===== src/hw/rtl/crc8_command_frame_responder_core_defines.svh =====
// assertion macros for the crc8 command frame responder
`ifndef CRC8_COMMAND_FRAME_RESPONDER_CORE_DEFINES_SVH
`define CRC8_COMMAND_FRAME_RESPONDER_CORE_DEFINES_SVH

`ifndef SYNTHESIS

`define CFR_ASSERT_SAME(lbl, ante, cons, msg) \
    lbl: assert property (@(posedge i_clk) disable iff (!i_rst_n) (ante) |-> (cons)) \
        else $error(msg);

`define CFR_ASSERT_NEXT(lbl, ante, cons, msg) \
    lbl: assert property (@(posedge i_clk) disable iff (!i_rst_n) (ante) |=> (cons)) \
        else $error(msg);

`else

`define CFR_ASSERT_SAME(lbl, ante, cons, msg)

`define CFR_ASSERT_NEXT(lbl, ante, cons, msg)

`endif

`endif


===== src/hw/rtl/cfr_pkg.sv =====
// shared types, constants and crc function for the command frame responder
package cfr_pkg;

    localparam int CFG_DW = 20;
    localparam int CFG_IW = 2;
    localparam int TICK_W = 20;
    localparam int JOBQ_DEPTH = 4;
    localparam int JOBQ_AW = $clog2(JOBQ_DEPTH);
    localparam int JOBQ_CW = $clog2(JOBQ_DEPTH + 1);

    localparam logic [7:0] CRC_POLY = 8'h8c;
    localparam logic [7:0] MAGIC_OK = 8'h5a;
    localparam logic [7:0] MAGIC_FAIL = 8'hfe;
    localparam logic [15:0] DATA_UNKNOWN = 16'hfefe;
    localparam logic [15:0] DATA_FAILED = 16'hffff;
    localparam logic [TICK_W-1:0] TIMEOUT_RESET = TICK_W'(300000);
    localparam logic [7:0] CODE_CC_RESET = 8'd1;
    localparam logic [7:0] CODE_REF_RESET = 8'd2;
    localparam logic [7:0] CODE_DELTA_RESET = 8'd3;

    typedef enum logic [1:0] {
        MODE_BYTE,
        MODE_TICK,
        MODE_REPLY,
        MODE_NONE
    } t_mode;

    typedef enum logic [CFG_IW-1:0] {
        CFG_TIMEOUT,
        CFG_CODE_CC,
        CFG_CODE_REF,
        CFG_CODE_DELTA
    } t_cfg_reg;

    typedef enum logic [1:0] {
        PEND_NONE,
        PEND_CC,
        PEND_REF,
        PEND_DELTA
    } t_pend;

    typedef struct packed {
        logic [1:0]  mode;
        logic [7:0]  rx_byte;
        logic [15:0] cc_value;
        logic [15:0] reference_value;
        logic [15:0] signal_value;
    } t_in_item;

    typedef struct packed {
        logic       kind;
        logic [7:0] tx_byte;
        logic [7:0] sensor_id;
        logic       last;
    } t_out_item;

    typedef struct packed {
        logic        is_query;
        logic        ok;
        logic [7:0]  seq;
        logic [15:0] data;
        logic [7:0]  sensor_id;
    } t_job;

    function automatic logic [7:0] crc8_byte(input logic [7:0] crc_in, input logic [7:0] din);
        logic [7:0] c;
        logic [7:0] d;
        logic       fb;
        c = crc_in;
        d = din;
        for (int k = 0; k < 8; k++) begin
            fb = c[0] ^ d[0];
            d = d >> 1;
            c = c >> 1;
            if (fb) begin
                c = c ^ CRC_POLY;
            end
        end
        return c;
    endfunction

endpackage


===== src/hw/rtl/cfr_front.sv =====
// request collector: frames bytes, checks crc, times out, issues jobs
module cfr_front (
    input  logic                         i_clk,
    input  logic                         i_rst_n,
    input  logic                         i_cfg_we,
    input  logic [cfr_pkg::CFG_IW-1:0]   i_cfg_index,
    input  logic [cfr_pkg::CFG_DW-1:0]   i_cfg_data,
    input  logic                         i_accept,
    input  cfr_pkg::t_in_item            i_item,
    output logic                         o_job_valid,
    output cfr_pkg::t_job                o_job
);
    import cfr_pkg::*;

    logic [TICK_W-1:0] r_timeout;
    logic [7:0]        r_code_cc;
    logic [7:0]        r_code_ref;
    logic [7:0]        r_code_delta;

    logic [1:0]        r_byte_count, n_byte_count;
    logic [7:0]        r_crc, n_crc;
    logic [7:0]        r_seq, n_seq;
    logic [7:0]        r_cmd, n_cmd;
    logic [7:0]        r_id, n_id;
    logic [TICK_W-1:0] r_tick, n_tick;
    t_pend             r_pend, n_pend;

    logic [TICK_W-1:0] tick_inc;
    logic [7:0]        crc_upd;

    always_ff @(posedge i_clk) begin
        if (!i_rst_n) begin
            r_timeout    <= TIMEOUT_RESET;
            r_code_cc    <= CODE_CC_RESET;
            r_code_ref   <= CODE_REF_RESET;
            r_code_delta <= CODE_DELTA_RESET;
        end else if (i_cfg_we) begin
            unique case (t_cfg_reg'(i_cfg_index))
                CFG_TIMEOUT:    r_timeout    <= i_cfg_data;
                CFG_CODE_CC:    r_code_cc    <= i_cfg_data[7:0];
                CFG_CODE_REF:   r_code_ref   <= i_cfg_data[7:0];
                CFG_CODE_DELTA: r_code_delta <= i_cfg_data[7:0];
                default: ;
            endcase
        end
    end

    always_ff @(posedge i_clk) begin
        if (!i_rst_n) begin
            r_byte_count <= '0;
            r_crc        <= '0;
            r_seq        <= '0;
            r_cmd        <= '0;
            r_id         <= '0;
            r_tick       <= '0;
            r_pend       <= PEND_NONE;
        end else if (i_accept) begin
            r_byte_count <= n_byte_count;
            r_crc        <= n_crc;
            r_seq        <= n_seq;
            r_cmd        <= n_cmd;
            r_id         <= n_id;
            r_tick       <= n_tick;
            r_pend       <= n_pend;
        end
    end

    assign tick_inc = r_tick + TICK_W'(1);
    assign crc_upd  = crc8_byte(r_crc, i_item.rx_byte);

    always_comb begin
        n_byte_count = r_byte_count;
        n_crc        = r_crc;
        n_seq        = r_seq;
        n_cmd        = r_cmd;
        n_id         = r_id;
        n_tick       = r_tick;
        n_pend       = r_pend;
        o_job_valid  = 1'b0;
        o_job        = '0;
        unique case (t_mode'(i_item.mode))
            MODE_BYTE: begin
                if (r_pend == PEND_NONE) begin
                    unique case (r_byte_count)
                        2'd0: begin
                            n_tick       = '0;
                            n_seq        = i_item.rx_byte;
                            n_crc        = crc_upd;
                            n_byte_count = 2'd1;
                        end
                        2'd1: begin
                            n_cmd        = i_item.rx_byte;
                            n_crc        = crc_upd;
                            n_byte_count = 2'd2;
                        end
                        2'd2: begin
                            n_id         = i_item.rx_byte;
                            n_crc        = crc_upd;
                            n_byte_count = 2'd3;
                        end
                        default: begin
                            n_byte_count = '0;
                            n_crc        = '0;
                            n_tick       = '0;
                            o_job_valid  = 1'b1;
                            if (i_item.rx_byte != r_crc) begin
                                o_job.data = DATA_FAILED;
                            end else if (r_cmd == r_code_cc) begin
                                n_pend = PEND_CC;
                            end else if (r_cmd == r_code_ref) begin
                                n_pend = PEND_REF;
                            end else if (r_cmd == r_code_delta) begin
                                n_pend = PEND_DELTA;
                            end else begin
                                o_job.seq  = r_seq;
                                o_job.data = DATA_UNKNOWN;
                            end
                            if (i_item.rx_byte == r_crc && n_pend != PEND_NONE) begin
                                o_job.is_query  = 1'b1;
                                o_job.sensor_id = r_id;
                            end
                        end
                    endcase
                end
            end
            MODE_TICK: begin
                if (r_pend == PEND_NONE && r_byte_count != 2'd0) begin
                    n_tick = tick_inc;
                    if (tick_inc >= r_timeout) begin
                        n_byte_count = '0;
                        n_crc        = '0;
                        n_tick       = '0;
                        o_job_valid  = 1'b1;
                        o_job.data   = DATA_FAILED;
                    end
                end
            end
            MODE_REPLY: begin
                if (r_pend != PEND_NONE) begin
                    n_pend      = PEND_NONE;
                    o_job_valid = 1'b1;
                    o_job.ok    = 1'b1;
                    o_job.seq   = r_seq;
                    unique case (r_pend)
                        PEND_CC:  o_job.data = i_item.cc_value;
                        PEND_REF: o_job.data = i_item.reference_value;
                        default:  o_job.data = i_item.signal_value - i_item.reference_value;
                    endcase
                end
            end
            default: ;
        endcase
    end

endmodule


===== src/hw/rtl/cfr_jobq.sv =====
// small job queue between request collector and frame sender
module cfr_jobq (
    input  logic          i_clk,
    input  logic          i_rst_n,
    input  logic          i_push,
    input  cfr_pkg::t_job i_job,
    input  logic          i_pop,
    output logic          o_full,
    output logic          o_empty,
    output cfr_pkg::t_job o_head
);
    import cfr_pkg::*;

    t_job                r_mem [JOBQ_DEPTH];
    logic [JOBQ_AW-1:0]  r_wr_ptr;
    logic [JOBQ_AW-1:0]  r_rd_ptr;
    logic [JOBQ_CW-1:0]  r_count;
    logic                do_push;
    logic                do_pop;

    assign o_full  = r_count == JOBQ_CW'(JOBQ_DEPTH);
    assign o_empty = r_count == '0;
    assign do_push = i_push && !o_full;
    assign do_pop  = i_pop && !o_empty;
    assign o_head  = r_mem[r_rd_ptr];

    always_ff @(posedge i_clk) begin
        if (do_push) begin
            r_mem[r_wr_ptr] <= i_job;
        end
    end

    always_ff @(posedge i_clk) begin
        if (!i_rst_n) begin
            r_wr_ptr <= '0;
            r_rd_ptr <= '0;
            r_count  <= '0;
        end else begin
            if (do_push) begin
                r_wr_ptr <= r_wr_ptr + JOBQ_AW'(1);
            end
            if (do_pop) begin
                r_rd_ptr <= r_rd_ptr + JOBQ_AW'(1);
            end
            if (do_push && !do_pop) begin
                r_count <= r_count + JOBQ_CW'(1);
            end else if (do_pop && !do_push) begin
                r_count <= r_count - JOBQ_CW'(1);
            end
        end
    end

endmodule


===== src/hw/rtl/cfr_back.sv =====
// frame sender: turns jobs into a query or eight response bytes with crc
module cfr_back (
    input  logic              i_clk,
    input  logic              i_rst_n,
    input  logic              i_job_valid,
    input  cfr_pkg::t_job     i_job,
    output logic              o_job_done,
    input  logic              i_pop,
    output logic              o_empty,
    output cfr_pkg::t_out_item o_result
);
    import cfr_pkg::*;

    logic [2:0] r_idx;
    logic [7:0] r_crc;
    logic       r_out_valid;
    t_out_item  r_out;
    logic       advance;
    logic       last_byte;
    logic [7:0] frame_byte;

    assign o_empty   = !r_out_valid;
    assign o_result  = r_out;
    assign advance   = i_job_valid && (!r_out_valid || i_pop);
    assign last_byte = r_idx == 3'd7;
    assign o_job_done = advance && (i_job.is_query || last_byte);

    always_comb begin
        case (r_idx)
            3'd0:    frame_byte = i_job.ok ? MAGIC_OK : MAGIC_FAIL;
            3'd1:    frame_byte = i_job.seq;
            3'd2:    frame_byte = i_job.data[7:0];
            3'd3:    frame_byte = i_job.data[15:8];
            3'd7:    frame_byte = r_crc;
            default: frame_byte = '0;
        endcase
    end

    always_ff @(posedge i_clk) begin
        if (!i_rst_n) begin
            r_idx       <= '0;
            r_crc       <= '0;
            r_out_valid <= 1'b0;
        end else begin
            if (advance) begin
                r_out_valid <= 1'b1;
                if (i_job.is_query || last_byte) begin
                    r_idx <= '0;
                    r_crc <= '0;
                end else begin
                    r_idx <= r_idx + 3'd1;
                    r_crc <= crc8_byte(r_crc, frame_byte);
                end
            end else if (i_pop) begin
                r_out_valid <= 1'b0;
            end
        end
    end

    always_ff @(posedge i_clk) begin
        if (advance) begin
            if (i_job.is_query) begin
                r_out.kind      <= 1'b1;
                r_out.tx_byte   <= '0;
                r_out.sensor_id <= i_job.sensor_id;
                r_out.last      <= 1'b1;
            end else begin
                r_out.kind      <= 1'b0;
                r_out.tx_byte   <= frame_byte;
                r_out.sensor_id <= '0;
                r_out.last      <= last_byte;
            end
        end
    end

endmodule


===== src/hw/rtl/crc8_command_frame_responder_core.sv =====
// top level of the crc8 command frame responder
//
//  channel   direction  handshake          payload
//  item      in         push / full        i_item   (t_in_item)
//  result    out        pop / empty        o_result (t_out_item)
//  config    in         i_cfg_we           i_cfg_index, i_cfg_data
//
// the collector takes one item per cycle while the job queue has room
// a query result is a single item from the sender, a response frame eight bytes,
// one byte per cycle through the crc update while the result port does not stall
// results pass through the job queue and then the sender's output register
// reset is synchronous and clears all control and request state
// a stalled result port backs up the job queue and then raises full
module crc8_command_frame_responder_core (
    input  logic                        i_clk,
    input  logic                        i_rst_n,
    input  logic                        push,
    output logic                        full,
    input  cfr_pkg::t_in_item           i_item,
    output logic                        empty,
    input  logic                        pop,
    output cfr_pkg::t_out_item          o_result,
    input  logic                        i_cfg_we,
    input  logic [cfr_pkg::CFG_IW-1:0]  i_cfg_index,
    input  logic [cfr_pkg::CFG_DW-1:0]  i_cfg_data
);
    import cfr_pkg::*;

`include "crc8_command_frame_responder_core_defines.svh"

    logic accept;
    logic job_valid;
    t_job job_in;
    logic q_full;
    logic q_empty;
    t_job q_head;
    logic job_done;

    assign full   = q_full;
    assign accept = push && !q_full;

    cfr_front u_front (
        .i_clk       (i_clk),
        .i_rst_n     (i_rst_n),
        .i_cfg_we    (i_cfg_we),
        .i_cfg_index (i_cfg_index),
        .i_cfg_data  (i_cfg_data),
        .i_accept    (accept),
        .i_item      (i_item),
        .o_job_valid (job_valid),
        .o_job       (job_in)
    );

    cfr_jobq u_jobq (
        .i_clk   (i_clk),
        .i_rst_n (i_rst_n),
        .i_push  (accept && job_valid),
        .i_job   (job_in),
        .i_pop   (job_done),
        .o_full  (q_full),
        .o_empty (q_empty),
        .o_head  (q_head)
    );

    cfr_back u_back (
        .i_clk       (i_clk),
        .i_rst_n     (i_rst_n),
        .i_job_valid (!q_empty),
        .i_job       (q_head),
        .o_job_done  (job_done),
        .i_pop       (pop),
        .o_empty     (empty),
        .o_result    (o_result)
    );

    `CFR_ASSERT_SAME(a_query_shape, !empty && o_result.kind,
        o_result.last && o_result.tx_byte == 8'd0, "query result must be last with no tx byte")
    `CFR_ASSERT_SAME(a_done_needs_job, job_done, !q_empty, "sender finished a job it did not hold")
    `CFR_ASSERT_NEXT(a_no_spurious_result, q_empty && (empty || pop), empty,
        "result appeared with no job queued")

endmodule

===== config.mk =====
export PLATFORM = sky130hd
export DESIGN_NAME = crc8_command_frame_responder_core
export DESIGN_NICKNAME = d
export VERILOG_FILES = /design/src/hw/rtl/cfr_pkg.sv /design/src/hw/rtl/cfr_front.sv /design/src/hw/rtl/cfr_jobq.sv /design/src/hw/rtl/cfr_back.sv /design/src/hw/rtl/crc8_command_frame_responder_core.sv
export VERILOG_INCLUDE_DIRS = /design/src /design/src/hw/rtl
export SDC_FILE = /design/constraint.sdc
export NUM_CORES = 1
export LEC_CHECK = 0
export ABC_CLOCK_PERIOD_IN_PS = 7200
export BUFFER_PORTS_ARGS = -buffer_cell sky130_fd_sc_hd__buf_4
export CORE_MARGIN = 3
export CORE_UTILIZATION = 45
export CTS_BUF_LIST = sky130_fd_sc_hd__clkbuf_16
export CTS_CLUSTER_DIAMETER = 150
export CTS_CLUSTER_SIZE = 16
export DETAILED_ROUTE_END_ITERATION = 6
export SYNTH_ARGS = -nofsm -noshare
export SYNTH_HDL_FRONTEND = slang
export SYNTH_SLANG_ARGS = --single-unit

===== constraint.sdc =====
create_clock -name i_clk -period 7.2 [get_ports i_clk]
set_input_delay 0.36 -clock i_clk [delete_from_list [all_inputs] [get_ports i_clk]]
set_output_delay 0.36 -clock i_clk [all_outputs]
set_load 0.005 [all_outputs]

# Word-level counts from Yosys, hierarchy flattened
# Memory sizes are Yosys's and may differ from the RTL's. A register that Yosys moved wholly into a read port is not among the register bits.
# Cells that the tools add are included.
[op_classes] n_addsub=7 n_lt_le_gt_ge=1 eq_ne=25 n_mux=102 n_bitwise=32 n_reduce_logical=42
[op_table] operator="8-bit 2-to-1 mux" n=46
[op_table] operator="20-bit 2-to-1 mux" n=4
[op_table] operator="24-bit 2-to-1 mux" n=3
[op_table] operator="32-bit 2-to-1 mux" n=2
[op_table] operator="16-bit 2-to-1 mux" n=3
[op_table] operator="2-bit NOT with 3-bit output" n=16
[op_table] operator="16-bit case mux with 3 select lines" n=1
[op_table] operator="20-bit case mux with 2 select lines" n=1
[op_table] operator="8-bit case mux with 5 select lines" n=1
[op_table] operator="8-bit == test" n=4
[op_table] operator="16-bit case mux with 2 select lines" n=1
[op_table] operator="8-bit case mux with 2 select lines" n=2
[op_table] operator="2-bit 2-to-1 mux" n=15
[op_table] operator="25-bit 2-to-1 mux" n=1
[op_table] operator="20-bit by 1-bit adder with 20-bit output, second input constant" n=1
[op_table] operator="20-bit >= comparator" n=1
[op_table] operator="18-bit 2-to-1 mux" n=1
[op_table] operator="16-bit subtractor" n=1
[op_table] operator="1-bit bitwise XOR" n=16
[op_table] operator="5-bit AND reduction" n=3
[op_table] operator="1-bit 2-to-1 mux" n=14
[op_table] operator="2-bit nonzero test" n=7
[op_table] operator="4-bit AND reduction" n=3
[op_table] operator="2-bit == test, second input constant" n=5
[op_table] operator="other kinds (22)" n=57
[totals] ff_bits=137 ramBits=136 in_bits=85 output_inout_bits=20 elab_cells=231 mem_count=1
[mem_list] memory="u_jobq.r_mem" words=4 word_bits=34 rd=1 rd_ports_with_merged_regs=1 write_ports=1 line_no="cfr_jobq.sv:14" rtl="t_job r_mem [JOBQ_DEPTH];"

# Longest topological paths before layout
# Gate-level depths: netlist of run 1.
[depth] word_depth=40 mapped_depth=22 ltp_nobuf=21

# Cells and area by module
# A second synthesis of run 1 with hierarchy kept.
[unflattened] cells_unflattened=1273 area_unflattened_um2=14051.0
[by_module_without_submodules] module="cfr_front" instances=1 cells_each=870 area_each_um2=6830.3 seq_area_each_um2=2001.9
[by_module_without_submodules] module="cfr_jobq" instances=1 cells_each=226 area_each_um2=5444.0 seq_area_each_um2=4264.1
[by_module_without_submodules] module="cfr_back" instances=1 cells_each=174 area_each_um2=1757.9 seq_area_each_um2=780.7
[by_module_without_submodules] module="crc8_command_frame_responder_core" instances=1 cells_each=3 area_each_um2=18.8 seq_area_each_um2=0.0

# Worst setup path after synthesis of run 1
# OpenSTA, ideal clock, no wires.
[synth_path] path_type="register to register" start="reg u_front.r_tick[0]" end="reg u_jobq.r_count[2]" setup_ps=70 t_arrival_ps=4647 t_required_ps=7130 path_slack_ps=2482 path_stages_with_launch=23 n_path_buf=1 synth_period_minus_slack_ps=4718 cell_sequence="dfxtp_1 > and3_1 > nand3_1 > nor2_1 > and3_1 > and3_1 > clkbuf_1 > nand3_1 > xnor2_1 > ha_1 > a21o_1 > a21o_1 > a21oi_1 > nand2_1 > and4b_1 > a32oi_1 > o31ai_1 > ha_1 > inv_1 > fa_1 > xor2_1 > or3_1 > a21oi_1"
[synth_between] elab_chain_cells=10 word_cells_on_any_way=12 classes_between="1 x add/sub; 1 x order compare; 4 x mux; 6 x reduce/logical"
[synth_rtl] item="start: declaration" line_no="cfr_front.sv:25" rtl="logic [TICK_W-1:0] r_tick, n_tick;"
[synth_rtl] item="start signal: assignment" line_no="cfr_front.sv:63" rtl="r_tick <= n_tick;"
[synth_rtl] item="20-bit by 1-bit adder with 20-bit output *" line_no="cfr_front.sv:68" rtl="assign tick_inc = r_tick + TICK_W'(1);"
[synth_rtl] item="20-bit >= comparator *" line_no="cfr_front.sv:129" rtl="if (tick_inc >= r_timeout) begin"
[synth_rtl] item="1-bit 2-to-1 mux *" line_no="cfr_front.sv:129"
[synth_rtl] item="1-bit 2-to-1 mux *" line_no="cfr_front.sv:127" rtl="if (r_pend == PEND_NONE && r_byte_count != 2'd0) begin"
[synth_rtl] item="1-bit case mux with 3 select lines *" line_no="cfr_front.sv:81" rtl="unique case (t_mode'(i_item.mode))"
[synth_rtl] item="1-bit logical AND *" line_no="crc8_command_frame_responder_core.sv:57" rtl=".i_push (accept && job_valid),"
[synth_rtl] item="1-bit logical AND *" line_no="cfr_jobq.sv:23" rtl="assign do_push = i_push && !o_full;"
[synth_rtl] item="named net u_jobq.do_push" line_no="cfr_jobq.sv:18" rtl="logic do_push;"
[synth_rtl] item="1-bit logical NOT" line_no="cfr_jobq.sv:47" rtl="end else if (do_pop && !do_push) begin"
[synth_rtl] item="1-bit logical AND" line_no="cfr_jobq.sv:47"
[synth_rtl] item="2-bit nonzero test (no source line)"
[synth_rtl] item="end signal: assignment" line_no="cfr_jobq.sv:46" rtl="r_count <= r_count + JOBQ_CW'(1);"
[synth_rtl] item="end signal: assignment" line_no="cfr_jobq.sv:48" rtl="r_count <= r_count - JOBQ_CW'(1);"
[synth_rtl] item="end: declaration" line_no="cfr_jobq.sv:17" rtl="logic [JOBQ_CW-1:0] r_count;"
# The timed path passes the listed nets; every way through them passes the cells marked *.
# A chain may end at the register's enable or synchronous reset.

# Final worst setup path of run 1
# Ends and elaborated chain as after synthesis.

==> summary.md, run 1 <==
| Metric | Value |
|---|---|
| Fmax | 0.183 GHz |
| First-pass GRT wire length | 50500 um |
| FP Rows | 63 |
| CTS tree | yes |
| Postcts setup bufs | 0 |
| CP Cell Sequence | and3_1, nand3_1, nor2_1, and3_1, and3_1, nand3_1, xnor2_1, ha_1, a21o_1, a21o_1, a21oi_1, nand2_1, and4b_1, a32oi_1, o31ai_1, ha_1, inv_1, fa_1, xor2_1, or3_1, a21oi_1 |
| CORE AREA | 0.0300 mm2 |
| RSZ-0062 raised after global routing | no |
| Remaining routing DRC violations | 0 |
| Resized Gates After CTS | 0 |
| Async set or reset register ratio after synthesis | 0% |
| Clock Root Buffer | clkbuf_16 |
| P per Cell Area | between 200 and 250 mW/mm2 |
| Worst path most repeated cell | and3_1 |
| Fin crit period | 5.46 ns |
| Status | finished clean |
| Final TNS setup | 0 ns |
| Cts bufs inserted | 21 |
| Largest net degree at the start of global routing | 83 |
| Port bufs | 104 |
| Io pins | roughly 110 |
| Initial DRC Count | 654 |
| Number of flops mapped to enable cells by yosys | 154 |
| Worst setup EP type | flip-flop |
| Hold Path End | u_front.r_timeout[18]$_SDFFE_PN1P_ |
| Vias in the first global route | 9436 |
| Most common cell after layout, fill and taps aside | nand2_1 |
| Congestion Overflow GR | 0 |
| Setup Viol. Count Final | 0 |
| Crit path DAT | 5.90 ns |
| Initial Util | between 40% and 50% |
| Worst path bufs/invs | 1 |
| Worst-Skew Late Latency | between 0.5 and 0.6 ns |
| Drt pass-1 iters | 6 |
| Vias | a little under 10000 |
| Slew headroom | roughly 23% |
| R2r setup slk | about 1.7 ns |
| Crit path launch type | flip-flop |
| Final setup margin | 1.74 ns |
| Antenna Nets Post-Route | 0 |
| R2R depth | 21 |
| CP startpoint | u_front.r_tick[0]$_SDFFE_PN0P_ |
| CP max FO | 7 |
| Synth Net Count | 1426 |
| Synth cell types | 78 |
| Syn Std Cell Area | 0.0139 mm2 |
| GRT Total Usage | 18.7% |
| VDD IR max | ~0.13 mV |
| Worst min path class | input pin to flip-flop |
| Final WL | about 32000 um |
| Worst path required time | 7.64 ns |
| Post-synthesis sequential area ratio | between 50% and 60% |
| Hold Fails Final Rpt | 0 |
| Reg clk slew, reported paths | 0.07 ns |
| Initial antenna violation count | 0 |
| Slowest stage delay, CP | roughly 0.79 ns |
| GP Congestion | 0.849 |
| Reg2reg end | u_jobq.r_count[2]$_SDFFE_PN0P_ |
| CTS Buffer Depth | 3 |
| Critical Path Slowest Stage Cell | o31ai_1 |
| Post-Layout Inst Area | roughly 0.016 mm2 |
| Leakage power | roughly 6.1 nW |
| Synth-to-Final Area Change | 12.3% |
| Final worst path period share | 75.8% |
| Worst Hold Depth | 3 |
| Width of the die | 181 um |
| Worst-case clock skew | 0.0253 ns |
| Flops & latches, synth | between 200 and 300 |
| CTS Sinks | roughly 280 |
| # H-tree levels | 1 |
| Mean Syn Cell Area | 10.8 um2 |
| N_diodes | 0 |
| Vias per inst | 5.52 |
| Synth Instances | 1285 |
| DPL Wire Length | 22400 um |
| YS warnings | 0 |
| Avg WL per Cell | 17.9 um |
| Post-DP Area | roughly 0.015 mm2 |
| Top_reg_cell synth | edfxtp_1 |
| Pre-CTS WS | between 1.5 and 2 ns |
| DIE HEIGHT | about 180 um |
| Final Slew Violations | 0 |
| Reg-to-Reg Start | u_front.r_tick[0]$_SDFFE_PN0P_ |
| Crit Path Category | flip-flop to flip-flop |
| Die area | 0.0329 mm2 |
| MaxCap Viol Count | 0 |
| Hold path startpoint | i_cfg_data[18] |
| Share of cells above drive strength 1 | 14.5% |
| Commonest non-fill, non-tap cells in the layout | nand2_1, edfxtp_1, dfxtp_1, buf_4, a21oi_1 |
| Top Family by Delay on Critical Path | simple AND/OR/NAND/NOR gates |
| Worst-margin pin slew | 1.16 ns |
| # hold bufs at CTS | 0 |
| Final nets | around 1500 |
cell usage after synthesis, types with 4 or more instances:
| cell type | n | area, um2 |
|---|---|---|
| a2111oi_0 | 4 | 35.0 |
| a211oi_1 | 4 | 30.0 |
| a21o_1 | 15 | 113 |
| a21oi_1 | 92 | 460 |
| a221oi_1 | 9 | 78.8 |
| a22o_1 | 7 | 61.3 |
| a22oi_1 | 15 | 113 |
| a31oi_1 | 6 | 37.5 |
| and2_1 | 20 | 125 |
| and3_1 | 15 | 93.8 |
| buf_1 | 5 | 18.8 |
| clkbuf_1 | 48 | 180 |
| dfxtp_1 | 121 | 2420 |
| edfxtp_1 | 154 | 4620 |
| ha_1 | 54 | 676 |
| inv_1 | 65 | 244 |
| mux2i_1 | 23 | 230 |
| mux4_2 | 32 | 721 |
| nand2_1 | 156 | 586 |
| nand2b_1 | 26 | 163 |
| nand3_1 | 54 | 270 |
| nand4_1 | 8 | 50.1 |
| nor2_1 | 66 | 248 |
| nor2b_1 | 26 | 163 |
| nor3_1 | 14 | 70.1 |
| nor3b_1 | 4 | 30.0 |
| nor4_1 | 7 | 43.8 |
| o211a_1 | 9 | 90.1 |
| o211ai_1 | 21 | 158 |
| o21ai_0 | 21 | 105 |
| o21ai_1 | 12 | 60.1 |
| o31ai_1 | 9 | 67.6 |
| or2_2 | 4 | 25.0 |
| or3_1 | 8 | 50.1 |
| xnor2_1 | 55 | 482 |
| xor2_1 | 32 | 280 |
metrics by stage:
step           instances  hold slack (ns)  util, %  power [mW]
2_1_floorplan       1285            0.432        -        2.42
3_3_place_gp        1731            0.442     50.0        2.68
3_5_place_dp        1731            0.444     50.0        2.69
4_1_cts             1766           0.0554     52.0        3.76
5_1_grt             1766           0.0692     52.0        3.91
6_report            1766           0.0734     52.0        3.72
routing by layer:
metal,track usage [%],share of wire [%],up-vias
met5,0,0,-
met4,3.81,1.8,0
met3,2.34,3.8,35
met2,31.4,47,185
met1,26.3,47,4747
li1,-,-,4784
power by group:
group | switching (mW) | internal (mW)
combinational | 0.455 | 0.384
clock | 0.537 | 0.532
sequential | 0.0525 | 1.76
total | 1.04 | 2.67
worst max-delay path by stage:
stage	end	slack, ns	cells past startpoint
after floorplan	u_jobq.r_count[2]$_SDFFE_PN0P_	2.48	22
after global placement	u_jobq.r_mem[2][9]$_DFFE_PP_	1.94	17
after detailed placement	u_jobq.r_count[2]$_SDFFE_PN0P_	1.85	21
after CTS	u_jobq.r_count[2]$_SDFFE_PN0P_	1.81	21
after global routing	u_jobq.r_count[2]$_SDFFE_PN0P_	1.34	21
final	u_jobq.r_count[2]$_SDFFE_PN0P_	1.74	21
final cells by class:
| class | instances | area, um2 |
|---|---|---|
| Fill cell | 2696 | 14400 |
| Timing Repair Buffer | 116 | 871 |
| Tap cell | 390 | 488 |
| Clock buffer | 21 | 526 |
| Multi-Input combinational cell | 884 | 6310 |
| Sequential cell | 275 | 7050 |
| Clock inverter | 14 | 70.1 |
| Inverter | 66 | 248 |
tightest hold or removal path, stage by stage:
cell	delay [ns]
buf_4	0.08
nand2_1	0.04
o211ai_1	0.07
state kept, by name, indices dropped and copies added (netlist names), 3 cells and up, named ones only:
name                  flops
u_front.r_code_cc         8
u_front.r_code_ref        8
u_front.r_crc             8
u_back.r_idx              3
u_jobq.r_count            3
u_front.r_cmd             8
u_front.r_id              8
u_front.r_code_delta      8
u_jobq.r_mem            136
u_back.o_result          18
u_front.r_tick           20
u_front.r_timeout        20
u_back.r_crc              8
u_front.r_seq             8
cell families (layout without fill, tap and decap cells):
logic type	Yosys count	in the layout	share of synthesized area [%]
AND/OR/NAND/NOR	426	426	15.0
flip-flops	275	275	50.9
AO/OA/AOI/OAI	253	253	12.1
buffers and inverters	126	217	3.69
XOR/XNOR	90	90	5.92
multiplexers	59	59	7.32
adder cells (fa/ha/maj)	56	56	5.17
Power figures use the tool's default switching activity.
==> run 2: changes to the inputs <==
--- a/config.mk
+++ b/config.mk
@@ -6,7 +6,8 @@
 export SDC_FILE = /design/constraint.sdc
 export NUM_CORES = 1
 export LEC_CHECK = 0
-export ABC_CLOCK_PERIOD_IN_PS = 7200
+export ABC_AREA = 1
+export ABC_CLOCK_PERIOD_IN_PS = 5490
 export BUFFER_PORTS_ARGS = -buffer_cell sky130_fd_sc_hd__buf_4
 export CORE_MARGIN = 3
 export CORE_UTILIZATION = 45
==> constraint.sdc (replaced) <==
create_clock -name i_clk -period 5.49 [get_ports i_clk]
set_input_delay 0.2745 -clock i_clk [delete_from_list [all_inputs] [get_ports i_clk]]
set_output_delay 0.2745 -clock i_clk [all_outputs]
set_load 0.005 [all_outputs]
==> summary.md, run 2 <==
| Metric | Value |
|---|---|
| Hold path startpoint | i_cfg_data[2] |
| Synth Instances | 1604 (+25%) |
| CTS tree | yes |
| Post-synthesis sequential area ratio | 50.7% (-0.20 points) |
| CP max FO | 34 (+27) |
| CP startpoint | u_front.r_tick[0]$_SDFFE_PN0P_ |
| Worst-margin pin slew | 0.943 ns (-0.216 ns) |
| Reg-to-Reg Start | u_front.r_tick[0]$_SDFFE_PN0P_ |
| Leakage power | 6.64 nW (+9.8%) |
| Synth top area share | 33.2% (-0.13 points) |
| Antenna Nets Post-Route | 0 (unchanged) |
| Post-Route M1 WL | 14800 um (-0.40%) |
| CP Cell Sequence | ha_1, nand3_2, nor3b_2, nand2_1, inv_2, nand4_2, nor3_4, nand3_2, nor2_2, nand3_1, xnor2_1, ha_1, nand2_1, inv_1, nand3_1, nor2_1, nand4_1, nand4_1, nand3_1, a21oi_1, inv_1, nor2_4, buf_4 |
| Overall power | 5.27 mW (+42%) |
| WL met3 | 1310 um (+10%) |
| Final Slew Violations | 0 (unchanged) |
| Worst setup EP type | flip-flop |
| Initial antenna violation count | 0 (unchanged) |
| FILL cells | 2787 (+3.4%) |
| Top Layer Used | met4 |
| GRT Total Usage | 19.6% (+0.88 points) |
| Slew headroom | 36.8% (+14 points) |
| Port bufs | 104 (unchanged) |
| FP Rows | 63 (unchanged) |
| P per Cell Area | 336 mW/mm2 (+41%) |
| CORE AREA | 0.0300 mm2 (+0.26%) |
| Largest net degree at the start of global routing | 87 (+4.8%) |
| Pre-CTS WS | 0.804 ns (-1.04 ns) |
| Crit path DAT | 4.82 ns (-1.08 ns) |
| Final setup margin | 0.817 ns (-0.925 ns) |
| Net Sw Frac | 32.3% (+4.2 points) |
| Top cells by area, synth | edfxtp_1, dfxtp_1, nand2_1 |
| Status | finished clean |
| GP Congestion | 0.878 (+3.4%) |
| Most common cell after layout, fill and taps aside | nand2_1 |
| Commonest non-fill, non-tap cells in the layout | nand2_1, inv_1, nor2_1, edfxtp_1, o21ai_0 |
| Cts bufs inserted | 21 (unchanged) |
| Io pins | 105 (unchanged) |
| Synth Net Count | 1745 (+22%) |
| Initial DRC Count | 604 (-7.6%) |
| Final WL | 33000 um (+4.7%) |
| N_diodes | 0 (unchanged) |
| Vias in the first global route | 10100 (+7.2%) |
| Fin util | 52.2% (+0.26 points) |
| Final worst path period share | 85.1% (+9.3 points) |
| Congestion Overflow GR | 0 (unchanged) |
| Initial Util | 46.3% (+0.062 points) |
| Mean Syn Cell Area | 8.67 um2 (-20%) |
| Vias | 10700 (+9.9%) |
| Sequential power share | 45.5% (-3.2 points) |
| Remaining routing DRC violations | 0 (unchanged) |
| Final Non-Filler Cells | 2095 (+19%) |
| Postcts setup bufs | 0 (unchanged) |
| WL met2 | 16300 um (+9.0%) |
| Post-synth top area cell | edfxtp_1 |
| First-pass GRT wire length | 52800 um (+4.5%) |
| # H-tree levels | 1 (unchanged) |
| Synth-to-Final Area Change | 12.8% |
| Most numerous cell in the Yosys netlist | nand2_1 |
| Worst min path class | input pin to flip-flop |
| Final TNS setup | 0 ns (unchanged) |
| Placed cells | 2053 (+19%) |
| Async set or reset register ratio after synthesis | 0% (unchanged) |
| Register Area | 0.00705 mm2 (unchanged) |
| MaxCap Viol Count | 0 (unchanged) |
| Worst path required time | 5.63 ns (-2.01 ns) |
| Worst path most repeated cell | nand3_1 |
| CTS Buffer Depth | 3 (unchanged) |
| P_int | 3.57 mW (+34%) |
| DPL Wire Length | 23400 um (+4.4%) |
| Syn Std Cell Area | 0.0139 mm2 (+0.40%) |
| Worst-Skew Late Latency | 0.52 ns (about the same) |
| Crit Path Category | flip-flop to flip-flop |
| Area of the multi-input gates | 0.00581 mm2 (-8.0%) |
| Width of the die | 182 um (+0.19%) |
| Share of cells above drive strength 1 | 11.3% (-3.1 points) |
| Critical Path Slowest Stage Cell | buf_4 |
| Fmax | 0.214 GHz (+17%) |
| DIE HEIGHT | 182 um (+0.19%) |
| VDD IR max | 0.203 mV (+53%) |
| Slowest stage delay, CP | 0.46 ns (-0.33 ns) |
| Number of flops mapped to enable cells by yosys | 154 (unchanged) |
| Clock power share | 26.4% (-2.4 points) |
| Crit path launch type | flip-flop |
| YS warnings | 0 (unchanged) |
| Number of flip-flops in the largest register | 136 (unchanged) |
| Top_reg_cell synth | edfxtp_1 |
| RSZ-0062 raised after global routing | no |
| Post-synth top cells | nand2_1, inv_1, nor2_1 |
| Vias per inst | 5.11 (-7.4%) |
| Flops & latches, synth | 275 (unchanged) |
| Largest registers | u_jobq.r_mem x136, u_front.r_tick x20, u_front.r_timeout x20 |
| Hold Fails Final Rpt | 0 (unchanged) |
| Worst-case clock skew | 0.0180 ns (-0.00730 ns) |
| Clock Root Buffer | clkbuf_16 |
| CTS Sinks | 275 (unchanged) |
| Fin crit period | 4.67 ns (-0.785 ns) |
| Final nets | 1834 (+22%) |
| Logic gate share of total power | 28.0% (+5.4 points) |
| Setup Viol. Count Final | 0 (unchanged) |
| Avg WL per Cell | 15.8 um (-12%) |
| Largest reg by FF count | u_jobq.r_mem |
| Drt pass-1 iters | 6 (unchanged) |
| Die area | 0.0331 mm2 (+0.39%) |
| Psw | 1.71 mW (+63%) |
| Synth cell types | 56 (-28%) |
| Reg clk slew, reported paths | 0.07 ns (about the same) |
-- run 2: worst max-delay path: cells and delay by family, from the launching register on --
kind | cells | cell delay, ns
simple gates | 15 | 2.00
buf+inv | 4 | 0.85
fa+ha+maj | 2 | 0.50
flops | 1 | 0.39
compound gates | 1 | 0.35
xor+xnor | 1 | 0.16
-- run 2: cell families after synthesis --
family / synth area share (%)
AND/OR/NAND/NOR: 18.7
AO/OA/AOI/OAI: 13.6
flip-flops: 50.7
buffers and inverters: 7.91
XOR/XNOR: 3.99
adder cells (fa/ha/maj): 5.15
-- run 2: through the flow --
stage / hold WS, ns / cell area [um2]
after floorplan: 0.401 / 13900
after global placement: 0.442 / 15000
after detailed placement: 0.446 / 15000
after CTS: 0.00853 / 15700
after global routing: 0.0214 / 15700
final: 0.0300 / 15700
-- run 2: power groups by stage --
stage          combinational (mW)  clock (mW)  sequential [mW]
2_1_floorplan                1.06           0             2.44
3_3_place_gp                 1.48           0             2.45
3_5_place_dp                 1.49           0             2.45
6_report                     1.48        1.39             2.40
5_1_grt                      1.69        1.52             2.42
4_1_cts                      1.50        1.45             2.40
-- run 2: final timing paths --
check / end / slack, ns / cells past startpoint
min: u_front.r_code_cc[2]$_SDFFE_PN0P_ / 0.03 / 3
min reg2reg: u_front.r_seq[2]$_SDFFE_PN0P_ / 0.46 / 2
max: u_jobq.r_mem[0][15]$_DFFE_PP_ / 0.82 / 23
max reg2reg: u_jobq.r_mem[0][15]$_DFFE_PP_ / 0.82 / 23
-- run 2: cell type report --
cell class                      count  area share (%)
Tap cell                          390            3.11
Multi-Input combinational cell   1061            37.0
Clock buffer                       21            3.35
Clock inverter                     14           0.447
Sequential cell                   275            44.9
Timing Repair Buffer              125            6.10
Inverter                          209            5.02
-- run 2: metal layers --
metal	vias to the layer above	GRT usage, %
met2	210	34.4
li1	5527	-
met1	4938	26.1
met3	40	2.28
met5	-	0
met4	0	4.08
-- run 2: timing repair --
item / CTS / global route
resized for setup: 0 / 0
hold endpoints to repair: 9 / 0
setup endpoints to repair: 0 / 0
hold buffers: 7 / 0
==> run 3: changes to the inputs <==
--- a/config.mk
+++ b/config.mk
@@ -9,12 +9,15 @@
 export ABC_AREA = 1
 export ABC_CLOCK_PERIOD_IN_PS = 5490
 export BUFFER_PORTS_ARGS = -buffer_cell sky130_fd_sc_hd__buf_4
+export CELL_PAD_IN_SITES_DETAIL_PLACEMENT = 1
+export CELL_PAD_IN_SITES_GLOBAL_PLACEMENT = 1
 export CORE_MARGIN = 3
 export CORE_UTILIZATION = 45
 export CTS_BUF_LIST = sky130_fd_sc_hd__clkbuf_16
 export CTS_CLUSTER_DIAMETER = 150
 export CTS_CLUSTER_SIZE = 16
 export DETAILED_ROUTE_END_ITERATION = 6
+export PLACE_DENSITY_LB_ADDON = 0.1
 export SYNTH_ARGS = -nofsm -noshare
 export SYNTH_HDL_FRONTEND = slang
 export SYNTH_SLANG_ARGS = --single-unit
==> summary.md, run 3 (same netlist as run 2, synthesis figures left out) <==
| Metric | Value |
|---|---|
| Initial DRC Count | 652 (+7.9%) |
| GP Congestion | 0.865 (-1.5%) |
| First-pass GRT wire length | 60100 um (+14%) |
| Fmax | 0.213 GHz (-0.27%) |
| MaxCap Viol Count | 0 (unchanged) |
| FP Rows | 63 (unchanged) |
| Sequential power share | 44.9% (-0.6 points) |
| Most common cell after layout, fill and taps aside | nand2_1 |
| Crit path DAT | 4.83 ns (about the same) |
| Drt pass-1 iters | 4 (-2) |
| DIE HEIGHT | 182 um (unchanged) |
| Width of the die | 182 um (unchanged) |
| Worst setup EP type | flip-flop |
| Share of cells above drive strength 1 | 11.3% (-0.045 points) |
| FILL cells | 3549 (+27%) |
| Post-Layout Inst Area | 0.0157 mm2 (-0.13%) |
| P_int | 3.57 mW (about the same) |
| Status | finished clean |
| Worst Hold Depth | 3 (unchanged) |
| Port bufs | 104 (unchanged) |
| Slew headroom | 35.4% (-1.4 points) |
| Synth-to-Final Area Change | 12.6% |
| Pre-CTS WS | 0.743 ns (-0.0609 ns) |
| Overall power | 5.37 mW (+1.7%) |
| CTS Buffer Depth | 3 (unchanged) |
| # hold bufs at CTS | 6 (-1) |
| Final Slew Violations | 0 (unchanged) |
| CTS Sinks | 275 (unchanged) |
| VDD IR max | 0.187 mV (-8.0%) |
| Clock Root Buffer | clkbuf_16 |
| Worst min path class | input pin to flip-flop |
| DPL Wire Length | 27000 um (+16%) |
| Commonest non-fill, non-tap cells in the layout | nand2_1, inv_1, nor2_1, edfxtp_1, o21ai_0 |
| Congestion Overflow GR | 0 (unchanged) |
| Die area | 0.0331 mm2 (unchanged) |
| N_diodes | 0 (unchanged) |
| Final worst path period share | 85.3% (+0.23 points) |
| CORE AREA | 0.0300 mm2 (unchanged) |
| Hold Fails Final Rpt | 0 (unchanged) |
| CTS tree | yes |
| Final WL | 37200 um (+13%) |
| Final nets | 1831 (-0.16%) |
| Worst path required time | 5.64 ns (about the same) |
| Post-DP Area | 0.0150 mm2 (about the same) |
| Io pins | 105 (unchanged) |
| Final setup margin | 0.804 ns (-0.0129 ns) |
| Largest net degree at the start of global routing | 69 (-21%) |
| Leakage power | 6.64 nW (-0.11%) |
| Vias per inst | 5.28 (+3.3%) |
| Postcts setup bufs | 0 (unchanged) |
| # H-tree levels | 1 (unchanged) |
| Clock power share | 26.2% (-0.2 points) |
| Initial Util | 46.3% (unchanged) |
| Vias in the first global route | 11400 (+13%) |
| P per Cell Area | 343 mW/mm2 (+1.9%) |
| Largest reg by FF count | u_jobq.r_mem |
| Initial antenna violation count | 0 (unchanged) |
| Resized Gates After CTS | 0 (unchanged) |
| Worst-margin pin slew | 0.963 ns (+0.0203 ns) |
| Setup Viol. Count Final | 0 (unchanged) |
| RSZ-0062 raised after global routing | no |
| Psw | 1.80 mW (+5.3%) |
| Largest registers | u_jobq.r_mem x136, u_front.r_tick x20, u_front.r_timeout x20 |
| Fin crit period | 4.69 ns (+0.0129 ns) |
| GRT Total Usage | 22.2% (+2.7 points) |
| Logic gate share of total power | 28.8% (+0.8 points) |
| CP max FO | 34 (unchanged) |
| Avg WL per Cell | 17.8 um (+13%) |
| Final TNS setup | 0 ns (unchanged) |
| Vias | 11100 (+3.2%) |
| Net Sw Frac | 33.5% (+1.1 points) |
| Remaining routing DRC violations | 0 (unchanged) |
| Number of flip-flops in the largest register | 136 (unchanged) |
| Antenna Nets Post-Route | 0 (unchanged) |
| Worst-Skew Late Latency | 0.52 ns (about the same) |
| Cts bufs inserted | 21 (unchanged) |
| Crit Path Category | flip-flop to flip-flop |
| R2R depth | 24 (+4.3%) |
| Worst-case clock skew | 0.0323 ns (+0.0143 ns) |
| Crit path launch type | flip-flop |
| Reg clk slew, reported paths | 0.07 ns (about the same) |
-- run 3: changes by cell type in the layout (fill, tap and decap cells not counted) --
cell and change:
dfxtp_1 -1, dlygate4sd3_1 -1, dfxtp_2 +1, buf_4 -2, inv_1 +1
-- run 3: power groups by stage --
stage               clock, mW  sequential [mW]  combinational [mW]
floorplan                   0             2.44                1.06
global placement            0             2.45                1.49
detailed placement          0             2.46                1.55
CTS                      1.45             2.41                1.56
global route             1.54             2.43                1.74
finish                   1.41             2.41                1.55
-- run 3: path summary, 6_finish.rpt --
| check | start | endpoint | slack [ns] |
|---|---|---|---|
| worst max-delay path | u_front.r_tick[0]$_SDFFE_PN0P_ | u_jobq.r_mem[0][11]$_DFFE_PP_ | 0.80 |
| worst min-delay path | i_cfg_data[2] | u_front.r_code_cc[2]$_SDFFE_PN0P_ | 0.02 |
| worst max register to register | u_front.r_tick[0]$_SDFFE_PN0P_ | u_jobq.r_mem[0][11]$_DFFE_PP_ | 0.80 |
| worst min register to register | u_front.r_id[7]$_SDFFE_PN0P_ | u_front.r_id[7]$_SDFFE_PN0P_ | 0.46 |
-- run 3: final cells by class --
| cell class | count | area (um2) | share of cell area [%] |
|---|---|---|---|
| timing repair buffer | 122 | 931 | 5.94 |
| sequential | 275 | 7050 | 45.0 |
| clock buffer | 21 | 526 | 3.36 |
| multi-input combinational | 1061 | 5810 | 37.1 |
| clock inverter | 15 | 73.8 | 0.471 |
| inverter | 209 | 787 | 5.02 |
| tap | 390 | 488 | 3.12 |
-- run 3: critical path: stages (launching register included) --
cell and delay, ns:
dfxtp_1 0.39, inv_1 0.08, nor2_2 0.15, nand3_2 0.10, nor3_2 0.20, nand3_2 0.12
nor2_2 0.16, nand3_2 0.11, nand3b_4 0.19, nor2_4 0.11, nand3_1 0.10, xor2_1 0.19
inv_2 0.06, ha_1 0.29, nand2_1 0.07, inv_1 0.05, nand3_1 0.09, nor2_1 0.14
nand4_1 0.10, nand4_1 0.19, nand3_1 0.21, a21oi_1 0.32, inv_1 0.26, nor2_4 0.13
buf_4 0.47
-- run 3: metrics by stage --
step / utilization, % / std cells / hold slack, ns
after CTS: 52.2 / 2093 / 0.00458
after global placement: 50.0 / 2051 / 0.441
after floorplan: - / 1604 / 0.401
after global routing: 52.2 / 2093 / 0.0190
final: 52.2 / 2093 / 0.0247
after detailed placement: 50.0 / 2051 / 0.449
-- run 3: routing by layer --
metal | part of all wire, % | GRT usage (%) | vias up | routed length [um]
met5 | 0 | 0 | - | 0
met4 | 2.0 | 5.21 | 0 | 740
met3 | 2.7 | 2.06 | 41 | 1020
met2 | 52 | 40.8 | 130 | 19100
met1 | 44 | 28.2 | 5377 | 16300
li1 | - | - | 5511 | -
